==> src/rtl/ltcq_pkg.sv <==
// Shared types and constants for the LOUDS tree child query block.
`default_nettype none
package ltcq_pkg;

   localparam int MAX_NODES  = 64;
   localparam int STORE_BITS = 2 * MAX_NODES + 1;
   localparam int WORD_BITS  = 8;
   localparam int WORD_LOG   = 3;
   localparam int NUM_WORDS  = (STORE_BITS + WORD_BITS - 1) / WORD_BITS;
   localparam int ADDR_W     = (NUM_WORDS > 1) ? $clog2(NUM_WORDS) : 1;
   localparam int POS_W      = $clog2(STORE_BITS + 1);
   localparam int CNT_W      = $clog2(MAX_NODES + 1);
   localparam int OP_W       = 2;
   localparam int FIELD_W    = 6;
   localparam int STATUS_W   = 2;
   localparam int SUM_W      = ((POS_W > FIELD_W) ? POS_W : FIELD_W) + 1;

   typedef enum logic [OP_W-1:0] {
      OP_APPEND = 2'd0,
      OP_LIST   = 2'd1,
      OP_TEST   = 2'd2
   } op_type;

   typedef enum logic [STATUS_W-1:0] {
      ST_OK         = 2'd0,
      ST_NOT_LOADED = 2'd1,
      ST_FULL       = 2'd2
   } status_type;

   typedef struct packed {
      logic [OP_W-1:0]    operation;
      logic [FIELD_W-1:0] node_index;
      logic [FIELD_W-1:0] degree;
      logic [FIELD_W-1:0] other_index;
   } ltcq_item_type;

   typedef struct packed {
      status_type         status;
      logic [FIELD_W-1:0] child_index;
      logic               has_child;
      logic               is_child;
      logic               is_last;
   } ltcq_res_type;

   typedef struct packed {
      logic                 en;
      logic [ADDR_W-1:0]    addr;
      logic [WORD_BITS-1:0] data;
   } ltcq_wr_type;

endpackage
`default_nettype wire

==> src/rtl/ltcq_if.sv <==
// Valid/ready channel interfaces for requests and responses.
`default_nettype none
interface ltcq_req_if;
   import ltcq_pkg::*;
   logic               valid;
   logic               ready;
   logic [OP_W-1:0]    operation;
   logic [FIELD_W-1:0] node_index;
   logic [FIELD_W-1:0] degree;
   logic [FIELD_W-1:0] other_index;
   modport source (output valid, operation, node_index, degree, other_index, input ready);
   modport sink   (input valid, operation, node_index, degree, other_index, output ready);
endinterface

interface ltcq_rsp_if;
   import ltcq_pkg::*;
   logic                valid;
   logic                ready;
   logic [STATUS_W-1:0] status;
   logic [FIELD_W-1:0]  child_index;
   logic                has_child;
   logic                is_child;
   logic                is_last;
   modport source (output valid, status, child_index, has_child, is_child, is_last,
                   input ready);
   modport sink   (input valid, status, child_index, has_child, is_child, is_last,
                   output ready);
endinterface
`default_nettype wire

==> src/rtl/ltcq_store.sv <==
// Degree bit store: word memory, one read and one write port, per-word valid bits.
`default_nettype none
module ltcq_store (
   input  wire logic                          clock,
   input  wire logic                          reset,
   input  wire ltcq_pkg::ltcq_wr_type         wr,
   input  wire logic [ltcq_pkg::ADDR_W-1:0]   rd_addr,
   output logic [ltcq_pkg::WORD_BITS-1:0]     rd_word
);
   import ltcq_pkg::*;

   logic [WORD_BITS-1:0] mem [NUM_WORDS];
   logic [NUM_WORDS-1:0] valid_ff;
   logic [WORD_BITS-1:0] rd_data_ff;
   logic                 rd_valid_ff;
   logic                 rd_zero_ff;

   always_ff @(posedge clock) begin
      if (wr.en) begin
         mem[wr.addr] <= wr.data;
      end
      rd_data_ff  <= mem[rd_addr];
      rd_valid_ff <= valid_ff[rd_addr];
      rd_zero_ff  <= (rd_addr == '0);
   end

   always_ff @(posedge clock) begin
      if (reset) begin
         valid_ff <= '0;
      end else if (wr.en) begin
         valid_ff[wr.addr] <= 1'b1;
      end
   end

   // unwritten words read as the reset image: super-root one in bit 0
   assign rd_word = rd_valid_ff ? rd_data_ff :
                    (rd_zero_ff ? WORD_BITS'(1) : '0);

endmodule
`default_nettype wire

==> src/rtl/ltcq_engine.sv <==
// Append, select/rank scan and child walk sequencer over the bit store.
`default_nettype none
module ltcq_engine (
   input  wire logic                          clock,
   input  wire logic                          reset,
   input  wire logic                          req_valid,
   input  wire ltcq_pkg::ltcq_item_type       item,
   output logic                               idle,
   input  wire logic                          out_free,
   output logic                               res_valid,
   output ltcq_pkg::ltcq_res_type             res,
   output ltcq_pkg::ltcq_wr_type              wr,
   output logic [ltcq_pkg::ADDR_W-1:0]        rd_addr,
   input  wire logic [ltcq_pkg::WORD_BITS-1:0] rd_word
);
   import ltcq_pkg::*;

   typedef enum logic [2:0] {
      S_IDLE,
      S_APP_WR,
      S_SCAN,
      S_CHILD,
      S_FINAL
   } state_type;

   state_type          state_ff, state_in;
   op_type             op_ff, op_in;
   logic [FIELD_W-1:0] node_ff, node_in;
   logic [FIELD_W-1:0] deg_ff, deg_in;
   logic [FIELD_W-1:0] other_ff, other_in;
   logic [POS_W-1:0]   wp_ff, wp_in;
   logic [CNT_W-1:0]   loaded_ff, loaded_in;
   logic [ADDR_W-1:0]  addr_ff, addr_in;
   logic [POS_W-1:0]   zeros_ff, zeros_in;
   logic [POS_W-1:0]   ones_ff, ones_in;
   logic [POS_W-1:0]   pos_ff, pos_in;
   logic [POS_W-1:0]   child_ff, child_in;
   logic [POS_W-1:0]   pend_ff, pend_in;
   logic               pend_valid_ff, pend_valid_in;
   status_type         status_ff, status_in;
   logic               found_ff, found_in;

   logic [SUM_W-1:0]     wp_s;
   logic [SUM_W-1:0]     end_s;
   logic [SUM_W-1:0]     base_s;
   logic [SUM_W-1:0]     p_s;
   logic [SUM_W-1:0]     target_s;
   logic [SUM_W-1:0]     z_s;
   logic [SUM_W-1:0]     o_s;
   logic [SUM_W-1:0]     hpos_s;
   logic [SUM_W-1:0]     hfirst_s;
   logic                 hit;
   logic [WORD_BITS-1:0] merged;
   logic                 last_word;
   logic                 word_end;
   logic                 is_full;
   logic                 is_one;
   logic [POS_W-1:0]     pos_next;

   assign wp_s     = SUM_W'(wp_ff);
   assign end_s    = wp_s + SUM_W'(deg_ff);
   assign base_s   = SUM_W'({addr_ff, WORD_LOG'(0)});
   assign target_s = SUM_W'(node_ff) + SUM_W'(1);
   assign last_word = (SUM_W'(addr_ff) == (end_s >> WORD_LOG));
   assign word_end  = (base_s + SUM_W'(WORD_BITS) >= wp_s);
   assign is_full   = (SUM_W'(loaded_ff) >= SUM_W'(MAX_NODES)) ||
                      (wp_s + SUM_W'(item.degree) + SUM_W'(1) > SUM_W'(STORE_BITS));
   assign is_one    = (pos_ff < wp_ff) && (SUM_W'(pos_ff) < SUM_W'(STORE_BITS)) &&
                      rd_word[pos_ff[WORD_LOG-1:0]];
   assign pos_next  = pos_ff + POS_W'(1);
   assign idle      = (state_ff == S_IDLE);
   assign rd_addr   = addr_in;

   // new word image for an append: ones, then the terminating zero
   always_comb begin
      merged = rd_word;
      for (int j = 0; j < WORD_BITS; j++) begin
         p_s = SUM_W'({addr_ff, WORD_LOG'(j)});
         if (p_s >= wp_s && p_s < end_s) begin
            merged[j] = 1'b1;
         end else if (p_s == end_s) begin
            merged[j] = 1'b0;
         end
      end
   end

   // select within one word: position after the (node+1)th zero, ones before it
   always_comb begin
      z_s      = SUM_W'(zeros_ff);
      o_s      = SUM_W'(ones_ff);
      hit      = 1'b0;
      hpos_s   = '0;
      hfirst_s = '0;
      for (int j = 0; j < WORD_BITS; j++) begin
         if (!hit && (base_s + SUM_W'(j) < wp_s)) begin
            if (rd_word[j]) begin
               o_s = o_s + SUM_W'(1);
            end else begin
               z_s = z_s + SUM_W'(1);
               if (z_s == target_s) begin
                  hit      = 1'b1;
                  hpos_s   = base_s + SUM_W'(j) + SUM_W'(1);
                  hfirst_s = o_s;
               end
            end
         end
      end
   end

   always_comb begin
      state_in      = state_ff;
      op_in         = op_ff;
      node_in       = node_ff;
      deg_in        = deg_ff;
      other_in      = other_ff;
      wp_in         = wp_ff;
      loaded_in     = loaded_ff;
      addr_in       = addr_ff;
      zeros_in      = zeros_ff;
      ones_in       = ones_ff;
      pos_in        = pos_ff;
      child_in      = child_ff;
      pend_in       = pend_ff;
      pend_valid_in = pend_valid_ff;
      status_in     = status_ff;
      found_in      = found_ff;
      wr            = '0;
      res_valid     = 1'b0;
      res           = '0;
      case (state_ff)
         S_IDLE: begin
            if (req_valid) begin
               op_in    = op_type'(item.operation);
               node_in  = item.node_index;
               deg_in   = item.degree;
               other_in = item.other_index;
               found_in = 1'b0;
               case (op_type'(item.operation))
                  OP_APPEND: begin
                     if (is_full) begin
                        status_in = ST_FULL;
                        state_in  = S_FINAL;
                     end else begin
                        addr_in  = ADDR_W'(wp_ff >> WORD_LOG);
                        state_in = S_APP_WR;
                     end
                  end
                  OP_LIST, OP_TEST: begin
                     if (SUM_W'(item.node_index) >= SUM_W'(loaded_ff)) begin
                        status_in = ST_NOT_LOADED;
                        state_in  = S_FINAL;
                     end else begin
                        status_in     = ST_OK;
                        addr_in       = '0;
                        zeros_in      = '0;
                        ones_in       = '0;
                        pend_valid_in = 1'b0;
                        state_in      = S_SCAN;
                     end
                  end
                  default: ;
               endcase
            end
         end
         S_APP_WR: begin
            wr.en   = 1'b1;
            wr.addr = addr_ff;
            wr.data = merged;
            if (last_word) begin
               wp_in     = POS_W'(end_s + SUM_W'(1));
               loaded_in = loaded_ff + CNT_W'(1);
               status_in = ST_OK;
               state_in  = S_FINAL;
            end else begin
               addr_in = addr_ff + ADDR_W'(1);
            end
         end
         S_SCAN: begin
            if (hit) begin
               pos_in   = POS_W'(hpos_s);
               child_in = POS_W'(hfirst_s);
               addr_in  = ADDR_W'(hpos_s >> WORD_LOG);
               state_in = S_CHILD;
            end else if (word_end) begin
               state_in = S_FINAL;
            end else begin
               zeros_in = POS_W'(z_s);
               ones_in  = POS_W'(o_s);
               addr_in  = addr_ff + ADDR_W'(1);
            end
         end
         S_CHILD: begin
            if (is_one) begin
               if (op_ff == OP_TEST) begin
                  found_in = found_ff | (child_ff == POS_W'(other_ff));
                  pos_in   = pos_next;
                  child_in = child_ff + POS_W'(1);
                  addr_in  = ADDR_W'(pos_next >> WORD_LOG);
               end else if (!pend_valid_ff || out_free) begin
                  if (pend_valid_ff) begin
                     res_valid         = 1'b1;
                     res.status        = ST_OK;
                     res.child_index   = pend_ff[FIELD_W-1:0];
                     res.has_child     = 1'b1;
                  end
                  pend_in       = child_ff;
                  pend_valid_in = 1'b1;
                  pos_in        = pos_next;
                  child_in      = child_ff + POS_W'(1);
                  addr_in       = ADDR_W'(pos_next >> WORD_LOG);
               end
            end else if (op_ff == OP_LIST && pend_valid_ff) begin
               if (out_free) begin
                  res_valid       = 1'b1;
                  res.status      = ST_OK;
                  res.child_index = pend_ff[FIELD_W-1:0];
                  res.has_child   = 1'b1;
                  res.is_last     = 1'b1;
                  pend_valid_in   = 1'b0;
                  state_in        = S_IDLE;
               end
            end else begin
               state_in = S_FINAL;
            end
         end
         S_FINAL: begin
            if (out_free) begin
               res_valid    = 1'b1;
               res.status   = status_ff;
               res.is_child = found_ff;
               res.is_last  = 1'b1;
               state_in     = S_IDLE;
            end
         end
         default: begin
            state_in = S_IDLE;
         end
      endcase
   end

   always_ff @(posedge clock) begin
      if (reset) begin
         state_ff      <= S_IDLE;
         wp_ff         <= POS_W'(2);
         loaded_ff     <= '0;
         pend_valid_ff <= 1'b0;
         addr_ff       <= '0;
      end else begin
         state_ff      <= state_in;
         wp_ff         <= wp_in;
         loaded_ff     <= loaded_in;
         pend_valid_ff <= pend_valid_in;
         addr_ff       <= addr_in;
      end
      op_ff     <= op_in;
      node_ff   <= node_in;
      deg_ff    <= deg_in;
      other_ff  <= other_in;
      zeros_ff  <= zeros_in;
      ones_ff   <= ones_in;
      pos_ff    <= pos_in;
      child_ff  <= child_in;
      pend_ff   <= pend_in;
      status_ff <= status_in;
      found_ff  <= found_in;
   end

   a_wp_bound: assert property (@(posedge clock) disable iff (reset)
      SUM_W'(wp_ff) <= SUM_W'(STORE_BITS))
      else $error("write position past store");

   a_loaded_bound: assert property (@(posedge clock) disable iff (reset)
      SUM_W'(loaded_ff) <= SUM_W'(MAX_NODES))
      else $error("node count past capacity");

   a_child_word: assert property (@(posedge clock) disable iff (reset)
      state_ff == S_CHILD |-> SUM_W'(addr_ff) == (SUM_W'(pos_ff) >> WORD_LOG))
      else $error("child walk word out of step with position");

   a_write_above_wp: assert property (@(posedge clock) disable iff (reset)
      wr.en |-> SUM_W'(wr.addr) >= (wp_s >> WORD_LOG))
      else $error("append overwrites committed words");

   a_emit_free: assert property (@(posedge clock) disable iff (reset)
      res_valid |-> out_free)
      else $error("result pushed into a full output register");

endmodule
`default_nettype wire

==> src/rtl/louds_tree_child_query.sv <==
// Top level: LOUDS tree child query with request/response channels.
//
//   channel  dir  transfer
//   req_     in   operation, node_index, degree, other_index
//   rsp_     out  status, child_index, has_child, is_child, is_last
//
// One item at a time; the bit store is read one 8-bit word per cycle.
// Append: each touched word (1..9) is read and rewritten, then S_FINAL.
// Query: words scanned up to the node's terminator (1..17), one child bit
// per cycle through the closing zero, then S_FINAL for a relation test or
// a leaf. Unloaded index or full store: S_FINAL only. Reset: no sweep.
// A stalled response holds the walk; the next request is taken once the
// engine is idle, even while the last response waits.
`default_nettype none
module louds_tree_child_query (
   input  wire logic   clock,
   input  wire logic   reset,
   ltcq_req_if.sink    req_chan,
   ltcq_rsp_if.source  rsp_chan
);
   import ltcq_pkg::*;

   ltcq_item_type        item;
   ltcq_res_type         res;
   ltcq_wr_type          wr;
   logic                 idle;
   logic                 res_valid;
   logic                 out_free;
   logic [ADDR_W-1:0]    rd_addr;
   logic [WORD_BITS-1:0] rd_word;
   logic                 rsp_valid_ff, rsp_valid_in;
   ltcq_res_type         rsp_ff, rsp_in;

   assign item.operation   = req_chan.operation;
   assign item.node_index  = req_chan.node_index;
   assign item.degree      = req_chan.degree;
   assign item.other_index = req_chan.other_index;
   assign req_chan.ready   = idle;

   assign out_free = !rsp_valid_ff || rsp_chan.ready;

   always_comb begin
      rsp_valid_in = rsp_valid_ff;
      rsp_in       = rsp_ff;
      if (res_valid) begin
         rsp_valid_in = 1'b1;
         rsp_in       = res;
      end else if (rsp_chan.ready) begin
         rsp_valid_in = 1'b0;
      end
   end

   always_ff @(posedge clock) begin
      if (reset) begin
         rsp_valid_ff <= 1'b0;
      end else begin
         rsp_valid_ff <= rsp_valid_in;
      end
      rsp_ff <= rsp_in;
   end

   assign rsp_chan.valid       = rsp_valid_ff;
   assign rsp_chan.status      = rsp_ff.status;
   assign rsp_chan.child_index = rsp_ff.child_index;
   assign rsp_chan.has_child   = rsp_ff.has_child;
   assign rsp_chan.is_child    = rsp_ff.is_child;
   assign rsp_chan.is_last     = rsp_ff.is_last;

   ltcq_engine u_engine (
      .clock     (clock),
      .reset     (reset),
      .req_valid (req_chan.valid),
      .item      (item),
      .idle      (idle),
      .out_free  (out_free),
      .res_valid (res_valid),
      .res       (res),
      .wr        (wr),
      .rd_addr   (rd_addr),
      .rd_word   (rd_word)
   );

   ltcq_store u_store (
      .clock   (clock),
      .reset   (reset),
      .wr      (wr),
      .rd_addr (rd_addr),
      .rd_word (rd_word)
   );

endmodule
`default_nettype wire

==> src/flat_wrapper.sv <==
// flat-port wrapper written by rule: the top's interface ports become plain ports
module louds_tree_child_query_flat import ltcq_pkg::*;
  (clock, reset, req_chan_valid, req_chan_operation, req_chan_node_index, req_chan_degree, req_chan_other_index, req_chan_ready, rsp_chan_valid, rsp_chan_status, rsp_chan_child_index, rsp_chan_has_child, rsp_chan_is_child, rsp_chan_is_last, rsp_chan_ready);
  ltcq_req_if req_chan_i ();
  ltcq_rsp_if rsp_chan_i ();
  input  wire logic clock;
  input  wire logic reset;
  input wire logic [$bits(req_chan_i.valid)-1:0] req_chan_valid;
  input wire logic [$bits(req_chan_i.operation)-1:0] req_chan_operation;
  input wire logic [$bits(req_chan_i.node_index)-1:0] req_chan_node_index;
  input wire logic [$bits(req_chan_i.degree)-1:0] req_chan_degree;
  input wire logic [$bits(req_chan_i.other_index)-1:0] req_chan_other_index;
  output wire logic [$bits(req_chan_i.ready)-1:0] req_chan_ready;
  output wire logic [$bits(rsp_chan_i.valid)-1:0] rsp_chan_valid;
  output wire logic [$bits(rsp_chan_i.status)-1:0] rsp_chan_status;
  output wire logic [$bits(rsp_chan_i.child_index)-1:0] rsp_chan_child_index;
  output wire logic [$bits(rsp_chan_i.has_child)-1:0] rsp_chan_has_child;
  output wire logic [$bits(rsp_chan_i.is_child)-1:0] rsp_chan_is_child;
  output wire logic [$bits(rsp_chan_i.is_last)-1:0] rsp_chan_is_last;
  input wire logic [$bits(rsp_chan_i.ready)-1:0] rsp_chan_ready;
  assign req_chan_i.valid = req_chan_valid;
  assign req_chan_i.operation = req_chan_operation;
  assign req_chan_i.node_index = req_chan_node_index;
  assign req_chan_i.degree = req_chan_degree;
  assign req_chan_i.other_index = req_chan_other_index;
  assign req_chan_ready = req_chan_i.ready;
  assign rsp_chan_valid = rsp_chan_i.valid;
  assign rsp_chan_status = rsp_chan_i.status;
  assign rsp_chan_child_index = rsp_chan_i.child_index;
  assign rsp_chan_has_child = rsp_chan_i.has_child;
  assign rsp_chan_is_child = rsp_chan_i.is_child;
  assign rsp_chan_is_last = rsp_chan_i.is_last;
  assign rsp_chan_i.ready = rsp_chan_ready;
  louds_tree_child_query u_core (.clock(clock), .reset(reset), .req_chan(req_chan_i), .rsp_chan(rsp_chan_i));
endmodule
==> config.mk <==
export PLATFORM = sky130hd
export DESIGN_NAME = louds_tree_child_query_flat
export DESIGN_NICKNAME = d
export VERILOG_FILES = /design/src/rtl/ltcq_pkg.sv /design/src/rtl/ltcq_if.sv /design/src/rtl/ltcq_store.sv /design/src/rtl/ltcq_engine.sv /design/src/rtl/louds_tree_child_query.sv /design/src/flat_wrapper.sv
export SDC_FILE = /design/constraint.sdc
export NUM_CORES = 1
export LEC_CHECK = 0
export ABC_AREA = 1
export CAP_MARGIN = 25
export CORE_MARGIN = 4
export CORE_UTILIZATION = 55
export DETAILED_ROUTE_END_ITERATION = 8
export DONT_BUFFER_PORTS = 1
export GPL_TIMING_DRIVEN = 0
export PLACE_DENSITY = 0.75
export SETUP_SLACK_MARGIN = 0.15
export SYNTH_ARGS = -nofsm -noshare
export SYNTH_HDL_FRONTEND = slang
export SYNTH_SLANG_ARGS = --single-unit
==> constraint.sdc <==
create_clock -name clock -period 8.09 [get_ports clock]
set_clock_uncertainty 0.05 [all_clocks]
set_input_delay 0.4045 -clock clock [delete_from_list [all_inputs] [get_ports clock]]
set_output_delay 0.4045 -clock clock [all_outputs]
set_load 0.1 [all_outputs]
==> metrics, run 1 <==
Max Fclk 112 MHz; register area share after synthesis 0.371; TritonCTS clock tree yes; worst path bufs/invs 19; Rows 68; CP delay by family, top simple AND/OR/NAND/NOR gates; Crit Path Class reg -> reg; clock transition at the registers of the reported paths 70 ps; TritonCTS Sinks 260; Top FF cell, synth edfxtp_1; total grt overflow 0; # setup viols final 55; Max-Cap Viols 0; initial antenna violation count 1; GRT Total Usage 0.328; vias in the first global route 19241; hpwl dp 46.6 mm; register area 0.00731 mm2; FILL cells 2727; area leader, netlist edfxtp_1; most frequent cells in the layout nand2_1, inv_1, nand3_1; Post-Route Utilization 0.726; Clock Path Buffers 3; Critical Path Start Type flip-flop; WL final 68.3 mm; Post-synth ARST share 0; die area 0.0388 mm2; first-pass detailed-route iteration total 6; Final ANT Viol Nets 0; vias per cell 5.90; Iteration-0 DRC Markers 1905; violated checks negative setup slack; largest cells by area after synthesis edfxtp_1, nand2_1, nand3_1; synth unique cells 72; Placed Cells 3134; H-tree depth 1; Residual DRC 0; vias after detailed routing 20042; Root Driver clkbuf_16; Worst setup EP type flip-flop; Tightest Hold Check Type in -> reg; worst skew pair latency 580 ps; critical path's slowest cell dfxtp_4; Final min period 8890 ps; Final Non-Filler Cells 3397; RSZ-0062 raised after global routing true; Worst Tran Pin Value 1110 ps; multi-input combinational cell area 0.0125 mm2; die height 197 um; Reg2Reg Setup Slack -800 ps; Post-synth EDFFs 208; TritonCTS Buffers 28; critical path's largest stage delay 370 ps; register bit total from synthesis 260; synth warn 0; Worst Path Max Fanout 10; Fin. Hold Viols 0; global-route wire length before repair 102 mm; relative slew slack 0.259; most common cell after layout, fill and taps aside nand2_1; Syn Nets 2766; synthesized netlist cell count 2670; Top cell by count, worst path buf_6; largest net degree at the start of global routing 18; crit path DAT 9340 ps; area of the mapped netlist 0.0196 mm2; Tcrit/Tclk final 1.10; Nets 3015; worst setup margin -801 ps; post-synth top area share 0.318; Routed wire per std cell 20.1 um; status complete, but fails checks; Area growth syn-to-layout 29.0%; GP Congestion 0.975; chip width 197 um; # IOs 37; area of the core 0.0349 mm2; Port Buffers 0; syn avg cell area 7.35 um2; CP Data Required Time 8540 ps; Initial Utilization 0.563; Pins Over Slew Limit 0; layout cell share with drive strength beyond 1 0.262
-- cells in the mapped netlist (all sizes together), types with 30 or more instances --
cell type / instances
a21oi: 105
buf: 35
clkbuf: 32
dfxtp: 52
edfxtp: 208
ha: 70
inv: 371
nand2: 677
nand3: 316
nand3b: 30
nand4: 62
nor2: 322
nor3: 34
o21ai: 142
xor2: 75
-- worst reg2reg max path: cells and delay by family, from the launching register on --
| kind | cells | cell delay [ps] |
|---|---|---|
| buffers and inverters | 19 | 2040 |
| DFF | 1 | 370 |
| AOI/OAI and AO/OA | 2 | 490 |
| adders and majority gates | 3 | 540 |
| and+or+nand+nor | 51 | 5350 |
-- cell type report --
cell class | instances | area share
diodes | 1 | 0.0000989
plain buffers | 64 | 0.0211
clock buffers | 32 | 0.0291
clock inverters | 20 | 0.00549
inverters | 379 | 0.0586
multi-input cells | 1968 | 0.493
flip-flops and latches | 260 | 0.289
well taps | 455 | 0.0225
repair buffers | 218 | 0.0808
-- registers in the layout, summed over array words and instances (netlist names), 2 cells and up --
name / count
u_core.u_engine.node_ff: 6
u_core.u_engine.addr_ff: 5
u_core.u_engine.zeros_ff: 8
u_core.u_engine.pos_ff: 8
u_core.u_store.valid_ff: 17
u_core.u_engine.status_ff: 2
u_core.u_engine.other_ff: 6
u_core.u_engine.wp_ff: 8
u_core.u_store.mem: 136
u_core.u_engine.pend_ff: 6
u_core.u_engine.loaded_ff: 7
u_core.rsp_chan.status: 2
u_core.u_engine.deg_ff: 6
u_core.u_engine.state_ff: 3
u_core.u_engine.child_ff: 8
u_core.rsp_chan.child_index: 6
u_core.u_engine.op_ff: 2
u_core.u_engine.ones_ff: 8
u_core.u_store.rd_data_ff: 8
-- cells by family after synthesis --
| family | count (synthesis) | share of synthesized area |
|---|---|---|
| AO/OA/AOI/OAI | 330 | 0.101 |
| buffers and inverters | 446 | 0.0921 |
| flip-flops | 260 | 0.371 |
| XOR/XNOR | 87 | 0.0396 |
| AND/OR/NAND/NOR | 1472 | 0.348 |
| adder cells (fa/ha/maj) | 72 | 0.0467 |
| multiplexers | 3 | 0.00153 |
-- final timing paths --
path | cells past startpoint | to | start
worst max-delay path | 75 | u_core.u_store.rd_data_ff[4] | u_core.u_engine.wp_ff[7]
worst min-delay path | 3 | u_core.rsp_chan.valid | rsp_chan_ready
worst max register to register | 75 | u_core.u_store.rd_data_ff[4] | u_core.u_engine.wp_ff[7]
worst min register to register | 1 | u_core.u_store.valid_ff[3] | u_core.u_store.valid_ff[3]
-- routing by layer --
metal / share of wire / GRT usage
met1: 0.37 / 0.394
met2: 0.48 / 0.557
met3: 0.075 / 0.0503
met4: 0.074 / 0.198
met5: 0 / 0
-- stage by stage --
step	setup slack [ps]	setup TNS (ps)	area (um2)	hold slack (ps)
CTS	-507	-8100	23500	100
detailed placement	-2270	-123860	20700	403
finish	-801	-12130	25300	109
global placement	-2140	-112080	20500	397
floorplan	68.1	0	19900	381
global route	-1250	-41060	25300	138
-- what timing repair did --
item                                    CTS  global route
gates cloned                              6             5
endpoints found under the setup margin   82            82
hold buffers                             20             0
gates resized for setup                 230           322
pin swaps                               117           131
buffers inserted                        108            73
endpoints found under the hold margin    20             0
Power of run 1 is left out: the tool's default activity adds up to more than one toggle a clock period on the data nets, which glitch-free logic cannot reach.
==> run 2, diff against run 1 <==
SYNTH_HIERARCHICAL = 1   (was default)
==> run 2 against run 1 <==
Net effect:
- highest routed layer unchanged
- global-route usage is 1.6 points lower
- fmax is 1.2% lower
- first-iteration DRC count is 6.0% higher
- cell count is 2.8% lower
- routed wire length is 6.5% lower
- count of clock-buffer cells in the layout is 1 higher
- register-to-register slack worse by 110 ps
- synthesized cell count is 2.2% lower
- the flow still finishes with violations (negative setup slack)
==> metrics, run 2 <==
syn avg cell area 7.38 um2 (+0.44%); Critical Path Start Type flip-flop; Top FF cell, synth edfxtp_1; area leader, netlist edfxtp_1; synth warn 6 (+6); most frequent cells in the layout nand2_1, inv_1, edfxtp_1; Crit Path Class reg -> reg; number of flip-flops in the largest register 136 (unchanged); critical path's largest stage delay 370 ps (about the same); area of the core 0.0345 mm2 (-0.98%); largest net degree at the start of global routing 18 (unchanged); status complete, but fails checks; register bit total from synthesis 260 (unchanged); Max-Cap Viols 0 (unchanged); # setup viols final 57 (+3.6%); antenna cells 0 (-1); most frequent cell after synthesis nand2_1; biggest regs u_core/u_store/mem x136, u_core/u_store/valid_ff x17; critical path's slowest cell dfxtp_4; Final min period 9000 ps (+107 ps); Post-synth EDFFs 208 (unchanged); synthesized netlist cell count 2612 (-2.2%); Area growth syn-to-layout 25.7%; # IOs 37 (unchanged); Post-Route Utilization 0.701 (-0.0241); chip width 195 um (-0.84%); WL final 63.9 mm (-6.5%); crit path DAT 9400 ps (+60 ps); layout cell share with drive strength beyond 1 0.238 (-0.0244); CP Data Required Time 8490 ps (-50 ps); Top cell by count, worst path nand2_1; Iteration-0 DRC Markers 2020 (+6.0%); die height 195 um (-0.84%); RSZ-0062 raised after global routing true; Rows 68 (unchanged); synth unique cells 64 (-11%); worst setup margin -908 ps (-107 ps); Worst Path Max Fanout 7 (-3); Pins Over Slew Limit 0 (unchanged); GP Congestion 0.985 (+0.98%); TritonCTS Buffers 27 (-3.6%); die area 0.0381 mm2 (-1.7%); Worst setup EP type flip-flop; TritonCTS Sinks 260 (unchanged); Tcrit/Tclk final 1.11 (+0.0132); Clock Path Buffers 3 (unchanged); Fin. Hold Viols 0 (unchanged); Tightest Hold Check Type in -> reg; Nets 2923 (-3.1%); violated checks negative setup slack; relative slew slack 0.320 (+0.0613); worst skew pair latency 580 ps (about the same); largest cells by area after synthesis edfxtp_1, nand2_1, nand3_1; Initial Utilization 0.558 (-0.00435); Syn Nets 2708 (-2.1%); Final Cell Area 0.0242 mm2 (-4.3%); Routed wire per std cell 19.3 um (-3.8%); Post-synth top cells nand2_1, inv_1, nor2_1, nand3_1, edfxtp_1; Max Fclk 111 MHz (-1.2%); first-pass detailed-route iteration total 6 (unchanged); hpwl dp 43.4 mm (-6.8%); Post-synth ARST share 0 (unchanged); vias after detailed routing 19514 (-2.6%); area of the mapped netlist 0.0193 mm2 (-1.7%); total grt overflow 0 (unchanged); Root Driver clkbuf_16; Setup Total Neg Slack -18780 ps (-6650 ps); Port Buffers 0 (unchanged); placed inst area 0.0203 mm2 (-2.0%); global-route wire length before repair 96.3 mm (-5.6%); initial antenna violation count 0 (-1); Residual DRC 0 (unchanged); Worst Tran Pin Value 1020 ps (-90.7 ps); Biggest register u_core/u_store/mem; vias in the first global route 18245 (-5.2%); most common cell after layout, fill and taps aside nand2_1; TritonCTS clock tree yes; Final ANT Viol Nets 0 (unchanged); post-synth top area share 0.324 (+0.00564); Hold Worst Slack 190 ps (+81.6 ps); register area share after synthesis 0.378 (+0.00658); clock transition at the registers of the reported paths 80 ps (about the same); H-tree depth 1 (unchanged); vias per cell 5.91 (+0.14%); GRT Total Usage 0.312 (-0.0158)
-- run 2: cell count changes in the layout (fill, tap and decap cells not counted), sizes merged, moves of 16 or more --
cell	delta
nor2	-52
a21oi	+19
nand2	+120
inv	-37
nor3	+16
buf	-39
nand3	-71
nand3b	-23
-- run 2: worst max-delay path: cells and delay by family (launching register included) --
kind,cells,cell delay (ps)
flip-flops,1,370
XOR/XNOR,2,320
AO/OA/AOI/OAI,6,740
adder cells (fa/ha/maj),5,1240
AND/OR/NAND/NOR,45,4730
buffers and inverters,13,1350
-- run 2: repair_timing --
action	4_1_cts	5_1_grt
setup endpoints to repair	82	79
buffers inserted	94	51
hold endpoints to repair	25	0
gates cloned	7	4
gates resized for setup	193	205
hold buffers	22	0
pin swaps	73	92
-- run 2: final timing paths --
check,slack (ps),cells past startpoint,to,from
max,-910,71,u_core/u_store/rd_data_ff[6],u_core/u_engine/addr_ff[0]
min,190,2,u_core/u_engine/op_ff[1],req_chan_valid
max reg2reg,-910,71,u_core/u_store/rd_data_ff[6],u_core/u_engine/addr_ff[0]
min reg2reg,390,2,u_core/u_store/rd_data_ff[0],u_core/u_store/mem[16][0]
-- run 2: routing by layer --
layer	GRT usage	share of wire	up-vias
li1	-	-	9136
met1	0.384	0.37	9087
met2	0.546	0.49	1025
met3	0.0359	0.079	266
met4	0.152	0.061	0
met5	0	0	-
-- run 2: cell type report --
class	instances	area (um2)
tap	455	569
sequential	260	7320
buffer	58	520
fill	2682	10300
multi-input combinational	1956	11900
timing repair buffer	182	1690
timing repair inverter	2	11.3
clock inverter	17	181
inverter	340	1360
clock buffer	33	708
-- run 2: cells by family after synthesis --
logic type / after synthesis / share of synthesized area
simple gates: 1449 / 0.342
xor+xnor: 84 / 0.0382
fa+ha+maj: 72 / 0.0475
mux: 7 / 0.00376
compound gates: 342 / 0.105
flops: 260 / 0.378
buf+inv: 398 / 0.0854
-- run 2: per-stage QoR --
step / instances / setup slack [ps]
global route: 3303 / -1390
CTS: 3247 / -667
detailed placement: 3074 / -2130
global placement: 3067 / -1980
finish: 3303 / -908
floorplan: 2612 / 146
Power of run 2 is left out for the same reason.
==> run 3, diff against run 2 <==
CORE_UTILIZATION = 56   (was 55)
PLACE_DENSITY = 0.76   (was 0.75)
==> run 3 against run 2 <==
Net effect:
- register-to-register slack gained 200 ps
- critical path depth is the same
- cell count shrank 0.24%
- hold slack lost 25 ps
- flip-flop and latch count is the same
- via count is essentially flat
- worst setup slack gained 200 ps
- die area shrank 1.7%
- first-iteration DRC count shrank 2.9%
- the flow still finishes with violations (negative setup slack)
- fmax grew 2.3%
- global-route usage is essentially flat
- critical path type unchanged
- routed wire length shrank 0.61%
==> metrics, run 3 (synthesis results as in run 2) <==
Tightest Hold Check Type in -> reg; Reg2Reg Depth 71 (unchanged); worst setup margin -707 ps (+201 ps); total grt overflow 0 (unchanged); Rows 67 (-1.5%); clock transition at the registers of the reported paths 60 ps (-20 ps); Initial Utilization 0.571 (+0.0125); crit path DAT 9210 ps (-190 ps); Clock Path Buffers 3 (unchanged); vias after detailed routing 19526 (+0.061%); number of flip-flops in the largest register 136 (unchanged); most frequent cells in the layout nand2_1, inv_1, edfxtp_1; worst skew pair latency 570 ps (about the same); GP Congestion 0.968 (-1.7%); largest net degree at the start of global routing 18 (unchanged); WHS Endpoint u_core/u_engine/op_ff[0]; TritonCTS Sinks 260 (unchanged); Fin. Hold Viols 0 (unchanged); Post-Route Utilization 0.712 (+0.0107); Final ANT Viol Nets 0 (unchanged); TritonCTS Buffers 28 (+3.7%); # setup viols final 46 (-19%); placed inst area 0.0203 mm2 (about the same); Worst Path Max Fanout 7 (unchanged); Hold Path Depth 2 (unchanged); layout cell share with drive strength beyond 1 0.236 (-0.00229); chip width 194 um (-0.86%); Reg2Reg Setup Slack -710 ps (+200 ps); Routed wire per std cell 19.3 um (-0.37%); global-route wire length before repair 95.5 mm (-0.83%); RSZ-0062 raised after global routing true; hpwl dp 43.3 mm (-0.21%); CP Data Required Time 8500 ps (about the same); Top cell by count, worst path nand2_1; Pins Over Slew Limit 0 (unchanged); Area growth syn-to-layout 24.8%; relative slew slack 0.336 (+0.0158); status complete, but fails checks; RR Startpoint u_core/u_engine/addr_ff[0]; die height 194 um (-0.86%); most common cell after layout, fill and taps aside nand2_1; Iteration-0 DRC Markers 1961 (-2.9%); vias per cell 5.93 (+0.30%); Worst setup EP type flip-flop; area of the core 0.0338 mm2 (-2.2%); Critical Path Start Type flip-flop; die area 0.0375 mm2 (-1.7%); capture point of the worst reg-to-reg path u_core/u_store/rd_data_ff[7]; Nets 2920 (-0.10%); critical path's slowest cell nand4_1; GRT Total Usage 0.312 (about the same); Final Cell Area 0.0241 mm2 (-0.71%); Crit Path Class reg -> reg; Root Driver clkbuf_16; Final min period 8800 ps (-201 ps); Biggest register u_core/u_store/mem; Tcrit/Tclk final 1.09 (-0.0248); first-pass detailed-route iteration total 6 (unchanged); Worst Tran Pin Value 995 ps (-25.1 ps); TritonCTS clock tree yes; initial antenna violation count 0 (unchanged); Max-Cap Viols 0 (unchanged); Residual DRC 0 (unchanged); Port Buffers 0 (unchanged); WL final 63.5 mm (-0.61%); critical path's largest stage delay 470 ps (+100 ps); # IOs 37 (unchanged); Max Fclk 114 MHz (+2.3%); HP Start req_chan_valid; Place WS -1960 ps (+169 ps); H-tree depth 1 (unchanged); biggest regs u_core/u_store/mem x136, u_core/u_store/valid_ff x17; vias in the first global route 18153 (-0.50%); violated checks negative setup slack
run 3: cell count changes in the layout (fill, tap and decap cells not counted), moves of 4 or more:
cell      delta
buf_4        +5
o21ai_1      -6
nand2_2     -13
nor2_4       -4
clkinv_1     -5
nand2_1     +11
o21ai_4      -4
clkbuf_8     +5
o21ai_2      +9
run 3: worst max-delay path by stage:
stage	startpoint	cells past startpoint	to	slack, ps
final	u_core/u_engine/addr_ff[0]	71	u_core/u_store/rd_data_ff[7]	-710
after global placement	u_core/u_engine/wp_ff[3]	70	u_core/u_store/rd_data_ff[1]	-1880
after detailed placement	u_core/u_engine/node_ff[0]	71	u_core/u_store/rd_data_ff[1]	-1960
after CTS	u_core/u_engine/addr_ff[0]	73	u_core/u_store/rd_data_ff[6]	-410
after floorplan	u_core/u_engine/wp_ff[6]	70	u_core/u_store/rd_data_ff[0]	150
after global routing	u_core/u_engine/addr_ff[0]	72	u_core/u_store/rd_data_ff[3]	-1200
run 3: cell type report:
type | count | area [um2]
tap | 448 | 561
antenna | 1 | 2.50
fill | 2617 | 9720
timing repair buffer | 180 | 1590
multi-input combinational | 1956 | 11700
buffer | 58 | 519
clock buffer | 38 | 831
sequential | 260 | 7320
clock inverter | 14 | 118
inverter | 340 | 1370
run 3: layer usage:
metal	vias up	part of all wire	global-route usage
met5	-	0	0
met4	0	0.059	0.158
met3	232	0.083	0.0370
met2	969	0.46	0.509
met1	9185	0.40	0.412
li1	9140	-	-
run 3: per-stage QoR:
step	std cells	setup TNS [ps]	hold WS (ps)
final	3295	-11160	165
after global routing	3294	-39990	161
after CTS	3240	-3780	144
after detailed placement	3068	-92320	380
after global placement	3060	-85400	376
after floorplan	2612	0	365
run 3: worst max-delay path: cells and delay by family (launching register included):
| family | cells | cell delay [ps] |
|---|---|---|
| and+or+nand+nor | 50 | 5480 |
| adders and majority gates | 4 | 820 |
| AOI/OAI and AO/OA | 4 | 490 |
| buffers and inverters | 13 | 1450 |
| DFF | 1 | 370 |
run 3: what timing repair did:
item                                   CTS  global route
pin swaps                              111            71
setup endpoints to repair               82            79
hold buffers                            22             0
cloned                                   3             2
gates resized for setup                218           154
buffers inserted                        95            51
endpoints found under the hold margin   25             0
Power of run 3 is left out for the same reason.
